## src/hw/rtl/pal_pkg.sv

```systemverilog
`default_nettype none
package pal_pkg;

  typedef enum logic [2:0] {
    REQ_INS_HEAD = 3'd0,
    REQ_INS_TAIL = 3'd1,
    REQ_INS_POS  = 3'd2,
    REQ_REM_HEAD = 3'd3,
    REQ_REM_TAIL = 3'd4,
    REQ_REM_POS  = 3'd5
  } req_kind_t;

  localparam logic [1:0] ST_DONE    = 2'd0;
  localparam logic [1:0] ST_INS_REJ = 2'd1;
  localparam logic [1:0] ST_REM_REJ = 2'd2;

  localparam int POS_W   = 9;
  localparam int VAL_W   = 16;
  localparam int COUNT_W = 9;

  typedef struct packed {
    logic [2:0]       req_type;
    logic [POS_W-1:0] position;
    logic [VAL_W-1:0] entry_value;
  } in_item_t;

  typedef struct packed {
    logic [1:0]         status;
    logic [VAL_W-1:0]   removed_value;
    logic [COUNT_W-1:0] entry_count;
  } out_item_t;

  // broadcast to every cell of the chain
  typedef struct packed {
    logic ins;
    logic rem;
  } cell_op_t;

endpackage
`default_nettype wire

```

## src/hw/rtl/pal_cell.sv

```systemverilog
`default_nettype none
module pal_cell #(
  parameter int W     = 16,
  parameter int IDX_W = 8,
  parameter int INDEX = 0
) (
  input  wire logic                clk,
  input  wire logic                en,
  input  wire pal_pkg::cell_op_t   op,
  input  wire logic [IDX_W-1:0]    idx,
  input  wire logic [W-1:0]        left_val,
  input  wire logic [W-1:0]        right_val,
  input  wire logic [W-1:0]        new_val,
  output logic [W-1:0]             val
);
  import pal_pkg::*;

  localparam logic [IDX_W-1:0] MY_IDX = IDX_W'(INDEX);

  logic [W-1:0] val_r, val_nxt;

  always_comb begin
    val_nxt = val_r;
    if (en) begin
      if (op.ins) begin
        if (MY_IDX > idx) begin
          val_nxt = left_val;
        end else if (MY_IDX == idx) begin
          val_nxt = new_val;
        end
      end else if (op.rem && MY_IDX >= idx) begin
        val_nxt = right_val;
      end
    end
  end

  always_ff @(posedge clk) begin
    val_r <= val_nxt;
  end

  assign val = val_r;

endmodule
`default_nettype wire

```

## config.mk

```make
export PLATFORM = sky130hd
export DESIGN_NAME = pal_cell
export DESIGN_NICKNAME = d
export VERILOG_FILES = /design/src/hw/rtl/pal_pkg.sv /design/src/hw/rtl/pal_cell.sv
export SDC_FILE = /design/constraint.sdc
export NUM_CORES = 1
export LEC_CHECK = 0
export BUFFER_PORTS_ARGS = -buffer_cell sky130_fd_sc_hd__buf_2
export CAP_MARGIN = 20
export CORE_MARGIN = 2
export CORE_UTILIZATION = 34
export CTS_CLUSTER_DIAMETER = 100
export DETAILED_ROUTE_END_ITERATION = 8
export PLACE_DENSITY = 0.76
export SYNTH_ARGS = -nofsm -noshare
export SYNTH_HDL_FRONTEND = slang
export SYNTH_SLANG_ARGS = --single-unit
```

## constraint.sdc

```tcl
create_clock -name clk -period 1.8 [get_ports clk]
set_clock_uncertainty 0.2 [all_clocks]
set_input_delay 0 -clock clk [delete_from_list [all_inputs] [get_ports clk]]
set_output_delay 0 -clock clk [all_outputs]
set_load 0.02 [all_outputs]
```

# Yosys cells after proc, flatten, opt, wreduce, memory -nomap -nowiden
# Cells that the tools add are included.
# op_classes
magnitude_cmp	2
n_eq_ne	1
n_mux	4
reduce_logical	4
# ops
operator	count
16-bit 2-to-1 mux	4
1-bit by 8-bit greater-or-equal comparator with 1-bit output (first input constant)	1
1-bit by 8-bit greater-than comparator with 1-bit output (first input constant)	1
8-bit zero test	1
3-bit by 1-bit != test with 1-bit output (second input constant)	1
3-bit AND reduction	1
2-bit nonzero test	1
1-bit logical AND	1
# totals
register_bits	16
input_bits	60
out_inout_bits	16
word_cells	12

# Longest topological paths before layout
# Gate-level depths: netlist of the first run.
# logic_depth
ltp_word	4
depth_mapped	3
depth_no_buf	2

# Worst setup path after synthesis of the first run
# No wires, ideal clock.
# synth_path
kind	input to register
from	input idx[1]
to	register val_r[0] (netlist: val[0]) (enable)
setup_time_ns	0.373
arrival_time_ns	0.794
t_required_ns	1.227
setup_slack_ns	0.432
cell_stages	2
n_path_buf	0
cell_sequence	nor4_1 o2111a_1
# synth_between
elab_chain_cells	4
elab_cells_between_ends	7
classes_between	order compare (2); eq/ne (1); reduce/logical (4)
# synth_rtl
element	line	rtl
from (decl)	pal_cell.sv:10	input wire logic [IDX_W-1:0] idx,
1-bit by 8-bit greater-or-equal comparator with 1-bit output	pal_cell.sv:31	end else if (op.rem && MY_IDX >= idx) begin
1-bit logical AND	pal_cell.sv:31	
2-bit nonzero test (no line)	--	
3-bit AND reduction (no line) *	--	
to (signal assigned)	pal_cell.sv:38	val_r <= val_nxt;
to (decl)	pal_cell.sv:20	logic [W-1:0] val_r, val_nxt;
# Every way passes the cells marked *; elsewhere a longest branch is shown, timed or not.
# A chain may end at the register's enable or synchronous reset.

# Worst setup path in the final report of the first run
# layout_path
from	input new_val[14]
to	register val_r[14] (netlist: val[14]), data pin
# layout_between
elab_chain_cells	3
# layout_rtl
element	line	rtl
from (decl)	pal_cell.sv:13	input wire logic [W-1:0] new_val,
16-bit 2-to-1 mux	pal_cell.sv:28	end else if (MY_IDX == idx) begin
16-bit 2-to-1 mux	pal_cell.sv:26	if (MY_IDX > idx) begin
16-bit 2-to-1 mux	pal_cell.sv:25	if (op.ins) begin
# No other way between the ends. The select of a mux whose other input is x is not followed.

==> results.md, run 1 <==
- Port Buffer Count: 59
- Power per cell area: 532 mW/mm^2
- Slowest cell on crit path: dlygate4sd3_1
- Worst hold margin: 124 ps
- Worst-path fanout max: 1
- Status: finished, final reports clean
- Clk network pwr share: 22.6%
- Place WS: 412 ps
- CP Class: primary input to register
- Lkg Pwr: 0.643 nW
- Post-CTS Resized: 0
- Vias: 691
- Worst Path Arrival: 1490 ps
- Worst path buffer plus inverter count: 3
- Int Pwr: 616 uW
- Overflow left after global routing: 0
- Die Span Y: 51.1 um
- Final setup viols: 0
- Fin cells: 160
- Commonest cells in the netlist: edfxtp_1, mux2_4, mux2_2
- Vias in the first global route: 681
- F_max: 599 MHz
- CP Data Required Time: 1620 ps
- H-tree depth: 1
- Die Wd: 51.1 um
- Critical Path, Cell by Cell: dlygate4sd3_1, buf_2, mux2_2, dlygate4sd3_1
- DRT Pass-1 Iters: 4
- GP Congestion: 0.527
- Core Util, Final: 65.7%
- Ys Warns: 0
- Post-synth net total: 98
- Comb pwr share: 22.4%
- Setup_tns: 0 ps
- Mapped cell area: 754 um^2
- Via density: 4.32
- TritonCTS Buffers: 3
- Cell variety after synth: 9
- Row count: 17
- I/O pins: 76
- Synth area leader: edfxtp_1
- EDFF count, synth: 16
- Largest net degree at the start of global routing: 17
- Commonest register cell after synthesis: edfxtp_1
- Fin crit period: 1670 ps
- Final WL: 2.02 mm
- Starting Density: 35.1%
- Area fraction of the dominant cell type after synthesis: 63.7%
- Layout cells sized above 1: 60.6%
- Post-route ant nets: 0
- Core Region: 0.00215 mm^2
- Most used cell along the critical path: dlygate4sd3_1
- Detailed Route Iter0 Violations: 19
- Register area share after synthesis: 63.7%
- Number of remaining DRC errors: 0
- Count of pins over their slew limit: 0
- CP peak stage delay: 550 ps
- Synth area leaders: edfxtp_1, mux2_4, mux2_2
- Die ar.: 0.00261 mm^2
- Worst rel slew slack: 77.0%
- Root buffer cell: clkbuf_4
- Crit share post-route: 92.7%
- Ys async rst share: 0%
- Register bit total from synthesis: 16
- Crit. End Element: register
- Max clock buf depth: 2
- RSZ-0062 raised after global routing: no
- Syn avg cell area: 19.9 um^2
- Final Instance Area: 0.00141 mm^2
- CTS Sinks: 16
- Max VDD drop: 297 uV
- Antenna violations before repair: 0
- Psw: 135 uW
- Sequential share of power: 55.0%
- NumNets Final: 194
- Final hold viol count: 0
- Dpl hpwl: 1.21 mm
- First-pass GRT wire length: 3.01 mm
- Worst Hold Class: primary input to register
- Max reg flops: 16
- Delay-heaviest family, CP: buffers and inverters
- Most numerous cell in the Yosys netlist: edfxtp_1
- Max_cap viols: 0
- Post-Synthesis Cells: 38
- CP Launch Type: primary input
- # placed instances: 125
- Area added between synthesis and finish: 87.1%
- Post-CTS Repair Setup Buffers: 0
- DP Area: 0.00107 mm^2
- Clock-pin transition on the worst setup and hold timing paths: 80 ps
- All-layer global routing usage: 15.7%
- Total power: 751 uW
- Setup ws final: 132 ps
- Worst-margin pin slew: 345 ps
- Switching Share: 18.0%
- Wire length per cell: 12.6 um
- ANT cells: 0
- CTS tree: done
worst paths after layout:
path	start	endpoint	slack [ps]	cells after the start
hold / removal	idx[5]	val[5]	120	4
setup / recovery	new_val[14]	val[14]	130	4
cell families (layout without fill, tap and decap cells):
logic type	count (synthesis)	after routing	share of synthesized area [%]
AOI/OAI and AO/OA	1	1	1.49
DFF	16	16	63.7
buffers and inverters	2	96	4.15
muxes	16	16	28.4
and+or+nand+nor	3	3	2.32
power groups by stage:
stage	combinational, mW	sequential (mW)	clock [mW]
after floorplan	0.0546	0.422	0
after global placement	0.0967	0.421	0
after detailed placement	0.100	0.421	0
after CTS	0.165	0.413	0.177
after global routing	0.182	0.413	0.192
final	0.168	0.413	0.170
per-layer routing:
| layer | wire length [um] | global-route usage (%) |
|---|---|---|
| met5 | 0 | 0 |
| met4 | 0 | 4.05 |
| met1 | 782 | 17.0 |
| met2 | 1080 | 30.1 |
| met3 | 157 | 3.80 |
cells in the final DEF (no fill, tap or decap):
cell,Yosys,routed
o2111a_1,1,1
mux2_2,7,7
dlygate4sd3_1,0,32
clkbuf_4,0,3
nor4_1,1,1
mux2_4,9,9
nor3_1,1,1
edfxtp_1,16,16
buf_2,0,59
buf_4,0,2
nor2b_1,1,1
cell type report:
cell class                 count  area, um^2
fill                         153         737
timing repair buffer          93         631
sequential                    16         480
multi-input combinational     20         243
tap                           28        35.0
clock buffer                   3        22.5
repair_timing:
item                       CTS  global route
setup endpoints to repair    0             0
hold buffers                32             0
hold endpoints to repair    16             0
No activity file was read; power rests on OpenSTA's default activity.
==> inputs of run 2 (changes only) <==
Settings changed: CORE_ASPECT_RATIO from default to 1.2, CTS_BUF_LIST from default to sky130_fd_sc_hd__clkbuf_8 sky130_fd_sc_hd__clkbuf_16.
==> results.md, run 2 (synthesized netlist as in run 1, its figures left out) <==
- Clk network pwr share: 30.6% (+8.0 points)
- Starting Density: 36.4% (+1.3 points)
- Int Pwr: 687 uW (+12%)
- CTS tree: done
- Most used cell along the critical path: dlygate4sd3_1
- Die Span Y: 55.6 um (+8.8%)
- TritonCTS Buffers: 3 (unchanged)
- Sequential share of power: 49.6% (-5.4 points)
- Worst path buffer plus inverter count: 3 (unchanged)
- RSZ-0062 raised after global routing: no
- Root buffer cell: clkbuf_8
- Worst Hold Class: primary input to register
- Setup_tns: 0 ps (unchanged)
- Status: finished, final reports clean
- Antenna violations before repair: 0 (unchanged)
- # placed instances: 127 (+1.6%)
- Die ar.: 0.00261 mm^2 (about the same)
- Vias in the first global route: 763 (+12%)
- Max clock buf depth: 2 (unchanged)
- First-pass GRT wire length: 2.91 mm (-3.2%)
- DRT Pass-1 Iters: 2 (-2)
- Final hold viol count: 0 (unchanged)
- Fin cells: 162 (+1.3%)
- Overflow left after global routing: 0 (unchanged)
- Most common cell after layout, fill and taps aside: buf_2
- Detailed Route Iter0 Violations: 6 (-13)
- Vias: 714 (+3.3%)
- Post-route ant nets: 0 (unchanged)
- Layout cells sized above 1: 60.6% (unchanged)
- Max VDD drop: 345 uV (+16%)
- Largest net degree at the start of global routing: 17 (unchanged)
- Flip-flop and latch area: 480 um^2 (unchanged)
- Post-CTS Resized: 0 (unchanged)
- Number of remaining DRC errors: 0 (unchanged)
- Switching Share: 17.6% (-0.33 points)
- GP Congestion: 0.717 (+36%)
- Final setup viols: 0 (unchanged)
- Area of the multi-input gates: 243 um^2 (unchanged)
- Crit. End Element: register
- Slowest cell on crit path: dlygate4sd3_1
- Psw: 147 uW (+9.1%)
- CP peak stage delay: 560 ps (about the same)
- Max_cap viols: 0 (unchanged)
- Worst rel slew slack: 77.9% (+0.97 points)
- H-tree depth: 1 (unchanged)
- Fin crit period: 1700 ps (+28.9 ps)
- Lkg Pwr: 0.651 nW (+1.2%)
- Critical Path, Cell by Cell: dlygate4sd3_1, buf_2, mux2_2, dlygate4sd3_1
- Count of pins over their slew limit: 0 (unchanged)
- Row count: 18 (+1)
- All-layer global routing usage: 15.8% (+0.076 points)
- Clock-pin transition on the worst setup and hold timing paths: 60 ps (-20 ps)
- NumNets Final: 194 (unchanged)
- CP Class: primary input to register
- Worst-margin pin slew: 331 ps (-14.5 ps)
- Fillers: 159 (+3.9%)
- Comb pwr share: 19.9% (-2.5 points)
- Power per cell area: 583 mW/mm^2 (+9.5%)
- Post-CTS Repair Setup Buffers: 0 (unchanged)
- Core Region: 0.00207 mm^2 (-3.6%)
- CP Data Required Time: 1590 ps (-30 ps)
- Delay-heaviest family, CP: buffers and inverters
- Via density: 4.41 (+2.1%)
- Crit share post-route: 94.3% (+1.6 points)
- Area added between synthesis and finish: 89.9%
- CTS Hold Bufs: 32 (unchanged)
- Port Buffer Count: 59 (unchanged)
- Worst-path fanout max: 1 (unchanged)
- ANT cells: 0 (unchanged)
- Max reg flops: 16 (unchanged)
- Commonest cells after routing, fill and taps aside: buf_2, dlygate4sd3_1, edfxtp_1
- CTS Sinks: 16 (unchanged)
- CP Launch Type: primary input
- Final WL: 1.86 mm (-7.8%)
- Wire length per cell: 11.5 um (-9.0%)
- Die Wd: 47 um (-8.0%)
- I/O pins: 76 (unchanged)
- F_max: 589 MHz (-1.7%)
- Worst Path Arrival: 1490 ps (about the same)
==> run 2: cell counts in the layout (fill, tap and decap cells not counted) <==
No cell type changed its count.
==> run 2: through the flow <==
stage	utilization [%]	total power [mW]	cell area (um^2)	worst slack, ps	hold WS [ps]
6_report	69.1	0.835	1430	103	162
3_5_place_dp	51.7	0.521	1070	449	103
2_1_floorplan	-	0.477	754	432	17.5
4_1_cts	69.1	0.845	1430	143	156
3_3_place_gp	51.7	0.517	1070	487	101
5_1_grt	69.1	0.869	1430	85.1	188
==> run 2: tightest hold or removal path: stages <==
cell	delay, ps
buf_2	70
nor3_1	30
o2111a_1	110
buf_4	200
==> run 2: final timing paths <==
kind	startpoint	slack, ps	cells after the start	end
max	new_val[2]	100	4	val[2]
min	idx[4]	160	4	val[15]
==> run 2: power by group through the flow <==
stage	clock network, mW	registers, mW	logic, mW
final	0.255	0.414	0.166
after global routing	0.275	0.413	0.180
after CTS	0.267	0.414	0.164
after detailed placement	0	0.421	0.0991
after global placement	0	0.421	0.0957
after floorplan	0	0.422	0.0546
==> run 2: area by class of cell <==
| class | count | share of cell area (%) |
|---|---|---|
| Tap cell | 30 | 2.62 |
| Clock buffer | 3 | 2.88 |
| Timing Repair Buffer | 93 | 44.0 |
| Sequential cell | 16 | 33.5 |
| Multi-Input combinational cell | 20 | 16.9 |
==> run 2: per-layer routing <==
metal	vias to the layer above	routed length, um	global-route usage, %	part of all wire [%]
li1	339	-	-	-
met1	332	572	11.5	31
met2	39	1120	31.9	60
met3	4	122	2.27	6.6
met4	0	46	10.3	2.5
met5	-	0	0	0
==> inputs of run 3 (changes only) <==
Settings changed: REMOVE_ABC_BUFFERS from default to 1.
==> results.md, run 3 (synthesized netlist as in run 1, its figures left out) <==
- Starting Density: 36.4% (unchanged)
- Power per cell area: 589 mW/mm^2 (+1.0%)
- Core Region: 0.00207 mm^2 (unchanged)
- First-pass GRT wire length: 3.11 mm (+6.9%)
- Psw: 155 uW (+5.4%)
- Worst Hold Class: primary input to register
- Area added between synthesis and finish: 90.4%
- Port Buffer Count: 59 (unchanged)
- Largest net degree at the start of global routing: 17 (unchanged)
- CTS tree: done
- Clk network pwr share: 31.1% (+0.5 points)
- DRT Pass-1 Iters: 3 (+1)
- Root buffer cell: clkbuf_8
- Final setup viols: 0 (unchanged)
- Row count: 18 (unchanged)
- NumNets Final: 194 (unchanged)
- Die Span Y: 55.6 um (unchanged)
- Worst Path Arrival: 1480 ps (about the same)
- Crit share post-route: 93.9% (-0.37 points)
- Max VDD drop: 326 uV (-5.4%)
- Setup_tns: 0 ps (unchanged)
- Post-CTS Repair Setup Buffers: 0 (unchanged)
- Commonest cells after routing, fill and taps aside: buf_2, dlygate4sd3_1, edfxtp_1
- Post-CTS Resized: 0 (unchanged)
- Die ar.: 0.00261 mm^2 (unchanged)
- CTS Hold Bufs: 32 (unchanged)
- Vias in the first global route: 748 (-2.0%)
- Number of remaining DRC errors: 0 (unchanged)
- Total power: 846 uW (+1.3%)
- ANT cells: 0 (unchanged)
- Switching Share: 18.3% (+0.70 points)
- Antenna violations before repair: 0 (unchanged)
- Via density: 4.34 (-1.4%)
- Post-route ant nets: 0 (unchanged)
- Die Wd: 47 um (unchanged)
- Vias: 708 (-0.84%)
- Fillers: 170 (+6.9%)
- All-layer global routing usage: 16.9% (+1.1 points)
- Fin crit period: 1690 ps (-6.75 ps)
- Wire length per cell: 12.4 um (+8.5%)
- I/O pins: 76 (unchanged)
- GP Congestion: 0.637 (-11%)
- Overflow left after global routing: 0 (unchanged)
- Final WL: 2.03 mm (+9.2%)
- RSZ-0062 raised after global routing: no
- Count of pins over their slew limit: 0 (unchanged)
- CTS Sinks: 16 (unchanged)
- Detailed Route Iter0 Violations: 4 (-2)
- CP Class: primary input to register
- Worst-path fanout max: 1 (unchanged)
- Most common cell after layout, fill and taps aside: buf_2
- Status: finished, final reports clean
- CP Data Required Time: 1590 ps (about the same)
- F_max: 592 MHz (+0.40%)
- Lkg Pwr: 0.653 nW (+0.24%)
- Sequential share of power: 48.9% (-0.7 points)
- Layout cells sized above 1: 60.2% (-0.46 points)
- Int Pwr: 690 uW (+0.45%)
- H-tree depth: 1 (unchanged)
- Max reg flops: 16 (unchanged)
- Comb pwr share: 20.0% (about the same)
- TritonCTS Buffers: 3 (unchanged)
- Final hold viol count: 0 (unchanged)
- Crit. End Element: register
- Max_cap viols: 0 (unchanged)
- Clock-pin transition on the worst setup and hold timing paths: 60 ps (about the same)
- Worst-margin pin slew: 276 ps (-55.1 ps)
- CP Launch Type: primary input
- Worst rel slew slack: 81.6% (+3.7 points)
- Max clock buf depth: 2 (unchanged)
## run 3: worst paths after layout
| check | start | end | cells past startpoint |
|---|---|---|---|
| hold / removal | idx[4] | val[3] | 4 |
| setup / recovery | right_val[12] | val[12] | 4 |
## run 3: power groups by stage
stage / clock (mW) / combinational, mW / sequential [mW]
global route: 0.293 / 0.182 / 0.413
floorplan: 0 / 0.0410 / 0.422
finish: 0.263 / 0.169 / 0.414
global placement: 0 / 0.0968 / 0.421
CTS: 0.273 / 0.166 / 0.413
detailed placement: 0 / 0.100 / 0.421
## run 3: worst max-delay path, stage by stage
cell,delay (ps)
dlygate4sd3_1,540
buf_2,120
mux2_4,260
dlygate4sd3_1,560
## run 3: layer usage
layer | vias up | track usage [%] | part of all wire (%)
met5 | - | 0 | 0
met4 | 0 | 9.52 | 1.3
met1 | 332 | 15.4 | 35
met2 | 33 | 32.1 | 57
li1 | 341 | - | -
met3 | 2 | 1.95 | 6.3
## run 3: metrics by stage
stage                     std cells  instance area, um^2  hold slack [ps]  util [%]  setup WS, ps
after floorplan                  36                  723             17.5         -           432
after global placement          127                 1070              103      51.7           475
after detailed placement        127                 1070              104      51.7           452
after CTS                       163                 1440              156      69.3           143
after global routing            163                 1440              180      69.3          90.3
final                           163                 1440              156      69.3           110
## run 3: area by class of cell
cell class | count | area [um^2] | share of cell area (%)
Tap cell | 30 | 37.5 | 2.61
Clock inverter | 1 | 3.75 | 0.261
Timing Repair Buffer | 93 | 631 | 43.9
Multi-Input combinational cell | 20 | 243 | 16.9
Clock buffer | 3 | 41.3 | 2.87
Sequential cell | 16 | 480 | 33.4
